**src/hw/rtl/dtrd_pkg.sv**
```systemverilog
// Shared types and constants for the disk image track record decoder.
// No dependencies; imported by every module of the block except dtrd_map_ram.
package dtrd_pkg;

    // Result kinds
    localparam logic [2:0] KIND_DESC = 3'd0;
    localparam logic [2:0] KIND_DATA = 3'd1;
    localparam logic [2:0] KIND_FILL = 3'd2;
    localparam logic [2:0] KIND_END  = 3'd3;
    localparam logic [2:0] KIND_ERR  = 3'd4;

    // Parameter defaults
    localparam int DEF_SECTOR_LIMIT  = 256;
    localparam int DEF_MAX_SIZE_CODE = 6;

    // One result beat
    typedef struct packed {
        logic [2:0]  kind;
        logic [7:0]  value;
        logic [7:0]  sector_id;
        logic [7:0]  cylinder_id;
        logic [7:0]  head_id;
        logic [7:0]  sector_index;
        logic [13:0] sector_bytes;
        logic [3:0]  sector_type;
        logic [2:0]  track_mode;
        logic        last_in_sector;
        logic        truncated;
    } res_t;

endpackage

```
**src/hw/rtl/dtrd_out_buf.sv**
```systemverilog
// Result buffer: output register plus one skid entry.
// Upstream stall is the registered skid-full flag. Uses dtrd_pkg.
module dtrd_out_buf
    import dtrd_pkg::*;
(
    input  logic clk,
    input  logic rst_n,
    input  logic push,
    input  res_t push_data,
    output logic full,
    output logic out_valid,
    input  logic out_stall,
    output res_t out_data
);

    logic out_valid_reg, out_valid_next;
    logic skid_valid_reg, skid_valid_next;
    res_t out_data_reg, out_data_next;
    res_t skid_data_reg, skid_data_next;
    logic take;

    assign take = out_valid_reg && !out_stall;

    always_comb
    begin
        out_valid_next  = out_valid_reg;
        skid_valid_next = skid_valid_reg;
        out_data_next   = out_data_reg;
        skid_data_next  = skid_data_reg;
        if (!out_valid_reg || take)
        begin
            if (skid_valid_reg)
            begin
                out_valid_next  = 1'b1;
                out_data_next   = skid_data_reg;
                skid_valid_next = push;
                skid_data_next  = push_data;
            end
            else
            begin
                out_valid_next = push;
                out_data_next  = push_data;
            end
        end
        else if (push)
        begin
            skid_valid_next = 1'b1;
            skid_data_next  = push_data;
        end
    end

    always_ff @(posedge clk or negedge rst_n)
    begin
        if (!rst_n)
        begin
            out_valid_reg  <= 1'b0;
            skid_valid_reg <= 1'b0;
        end
        else
        begin
            out_valid_reg  <= out_valid_next;
            skid_valid_reg <= skid_valid_next;
        end
    end

    always_ff @(posedge clk)
    begin
        out_data_reg  <= out_data_next;
        skid_data_reg <= skid_data_next;
    end

    assign full      = skid_valid_reg;
    assign out_valid = out_valid_reg;
    assign out_data  = out_data_reg;

endmodule

```
**config.mk**
```make
export PLATFORM = sky130hd
export DESIGN_NAME = dtrd_out_buf
export DESIGN_NICKNAME = d
export VERILOG_FILES = /design/src/hw/rtl/dtrd_pkg.sv /design/src/hw/rtl/dtrd_out_buf.sv
export SDC_FILE = /design/constraint.sdc
export NUM_CORES = 1
export LEC_CHECK = 0
export BUFFER_PORTS_ARGS = -buffer_cell sky130_fd_sc_hd__buf_2
export CAP_MARGIN = 15
export CORE_UTILIZATION = 50
export DETAILED_ROUTE_END_ITERATION = 7
export PLACE_DENSITY = 0.86
export SYNTH_ARGS = -nofsm -noshare
export SYNTH_HDL_FRONTEND = slang
export SYNTH_SLANG_ARGS = --single-unit
```
**constraint.sdc**
```tcl
create_clock -name clk -period 10.1 [get_ports clk]
set_clock_uncertainty 0.05 [all_clocks]
set_input_delay 2.02 -clock clk [delete_from_list [all_inputs] [get_ports clk]]
set_output_delay 2.02 -clock clk [all_outputs]
set_load 0.01 [all_outputs]
```
==> run_results.csv <==
group,metric,value,unit
yosys,synthTopCellsByArea,"edfxtp_1, mux2_2, mux2_4",
yosys,synthArstFlopShare,1.49,%
layout,area_growth,28.2,%
critical_path,critical_path.top_delay_family,"flip-flops",
timing,setup_viol,0,
place,place_area,5680,um^2
timing,fin_crit,3.89,ns
critical_path,path_max_fanout,70,
clock_tree,clk_pin_slew,0.06,ns
route,vias_per_cell,4.91,
timing,rsz0062_at_grt,"false",
yosys,syn_area,4880,um^2
layout,drive_gt1_share,63.0,%
yosys,synth_area_leader_cell,"edfxtp_1",
die,dieHeight,101,um
die,rows,35,
route,drt_iter0_markers,95,
layout,finalInstanceArea,6250,um^2
critical_path,crit_chain,"buf_2",
timing,tightest_slew,0.931,ns
place,port_buffers,137,
die,die_x,101,um
yosys,synth_cell_types,11,
grt,grt.overflow.total,0,
die,coreArea,9330,um^2
power_and_ir_drop,p_leak,2.42,nW
die,pin_count,138,
timing,slew_violations,0,
clock_tree,worstSkewPairLatency,0.49,ns
place,place_congestion,0.730,
yosys,synthCells,214,
critical_path,crit_type,"reg2out",
layout,register_area,4020,um^2
grt,grt_pass1_wl,12400,um
critical_path,r2r_setup_slack,7.66,ns
critical_path,crit_path_end_kind,"output pin",
route,first_pass_iters,4,
run,maxCapViolCount,0,
min_path,min_path_type,"reg2reg",
layout,fillers,651,
yosys,syn_avg_cell_area,22.8,um^2
clock_tree,postCtsHoldBufs,0,
timing,min_period_over_period,38.5,%
grt,grt_util_all_layers,16.9,%
timing,layout_setup_ws,6.21,ns
clock_tree,cts_max_path_buffers,2,
layout,nets,432,
critical_path,max_stage_delay,1.04,ns
clock_tree,clock-root-buffer,"clkbuf_8",
place,dp_hpwl,5010,um
layout,utilization,67.0,%
yosys,yosysWarnings,0,
yosys,yosys.area.top_type_share,81.3,%
route,ant_nets,0,
power_and_ir_drop,power_density,234,nW/um^2
route,wl,8150,um
timing,finalHoldViolCount,0,
clock_tree,htree_levels,4,
clock_tree,cts-resized-gates,0,
yosys,synth_edf_count,132,
timing,relSlewSlack,37.9,%
yosys,synth_ff_type,"edfxtp_1",
clock_tree,post-cts-setup-buffers,0,
timing,fmax,257,MHz
clock_tree,clock-sinks,134,
grt,antenna_found_initial,0,
yosys,ys_seq_elements,134,
yosys,synth_nets,284,
status,status,"completed",
power_and_ir_drop,peakVddDrop,0.000145,V
place,pre_cts_ws,5.89,ns
critical_path,arrival,1.82,ns
route,drc,0,
clock_tree,numCtsBuffers,17,
route,routedWlPerCell,16.2,um
layout,antenna_cells,0,
route,vias,2466,
clock_tree,cts_tree,"yes",
timing,tns,0,ns
grt,grt_pass1_vias,2531,
yosys,synth.most_common_cell,"edfxtp_1",
critical_path,crit_slowest_cell,"dfrtp_4",
yosys,yosysSeqAreaShare,82.3,%
timing,hold_slack,0.492,ns
yosys,ys_top_cells_by_count,"edfxtp_1, mux2_2, mux2_4",
die,dieArea,10200,um^2
critical_path,startpoint_type,"flip-flop",
critical_path,path_buf_inv,1,
critical_path,cp.required,8.03,ns
layout,multi_input_area,817,um^2
grt,grt_max_degree,71,
die,start_util,52.3,%
placed cells by master, fill, tap and decap left out, drive strengths merged:
cell / instances
clkinv: 5
bufinv: 3
nand2b: 1
inv: 2
nand2: 1
dfrtp: 2
edfxtp: 132
nor2: 1
a21oi: 1
clkbuf: 17
clkinvlp: 3
a31oi: 1
mux2: 67
buf: 137
metal layers:
| layer | global-route usage (%) | wire length [um] | vias up |
|---|---|---|---|
| met3 | 5.55 | 489 | 6 |
| met4 | 6.80 | 46 | 0 |
| met1 | 21.4 | 3470 | 1217 |
| met5 | 0 | 0 | - |
| met2 | 27.0 | 4140 | 92 |
| li1 | - | - | 1151 |
final timing paths:
path / start / end / depth (start not counted)
max: full / full / 1
min: skid_data_reg[5] / out_data[5] / 1
max reg2reg: out_valid / skid_data_reg[51] / 2
min reg2reg: skid_data_reg[5] / out_data[5] / 1
max in group asynchronous: rst_n / full / 1
min in group asynchronous: rst_n / full / 1
cell families after synthesis:
| kind of cell | synth area share (%) |
|---|---|
| simple gates | 0.282 |
| buf+inv | 1.21 |
| flops | 82.3 |
| compound gates | 0.231 |
| mux | 16.0 |
layout make-up:
class / instances / area share, %
repair buffers: 137 / 11.0
multi-input cells: 72 / 13.1
clock buffers: 17 / 6.62
clock inverters: 13 / 2.52
flip-flops and latches: 134 / 64.2
well taps: 129 / 2.58
per-stage QoR:
step | cells | total power [W]
finish | 502 | 0.00146
global route | 502 | 0.00151
CTS | 502 | 0.00148
detailed placement | 472 | 0.000881
global placement | 472 | 0.000873
floorplan | 214 | 0.000817
power by group:
part | leakage, nW | switching, W | internal, W
registers | 1.31 | 0.0000310 | 0.000695
logic | 0.836 | 0.0000703 | 0.0000722
clock network | 0.274 | 0.000223 | 0.000373
(Power assumes the default switching activity.)
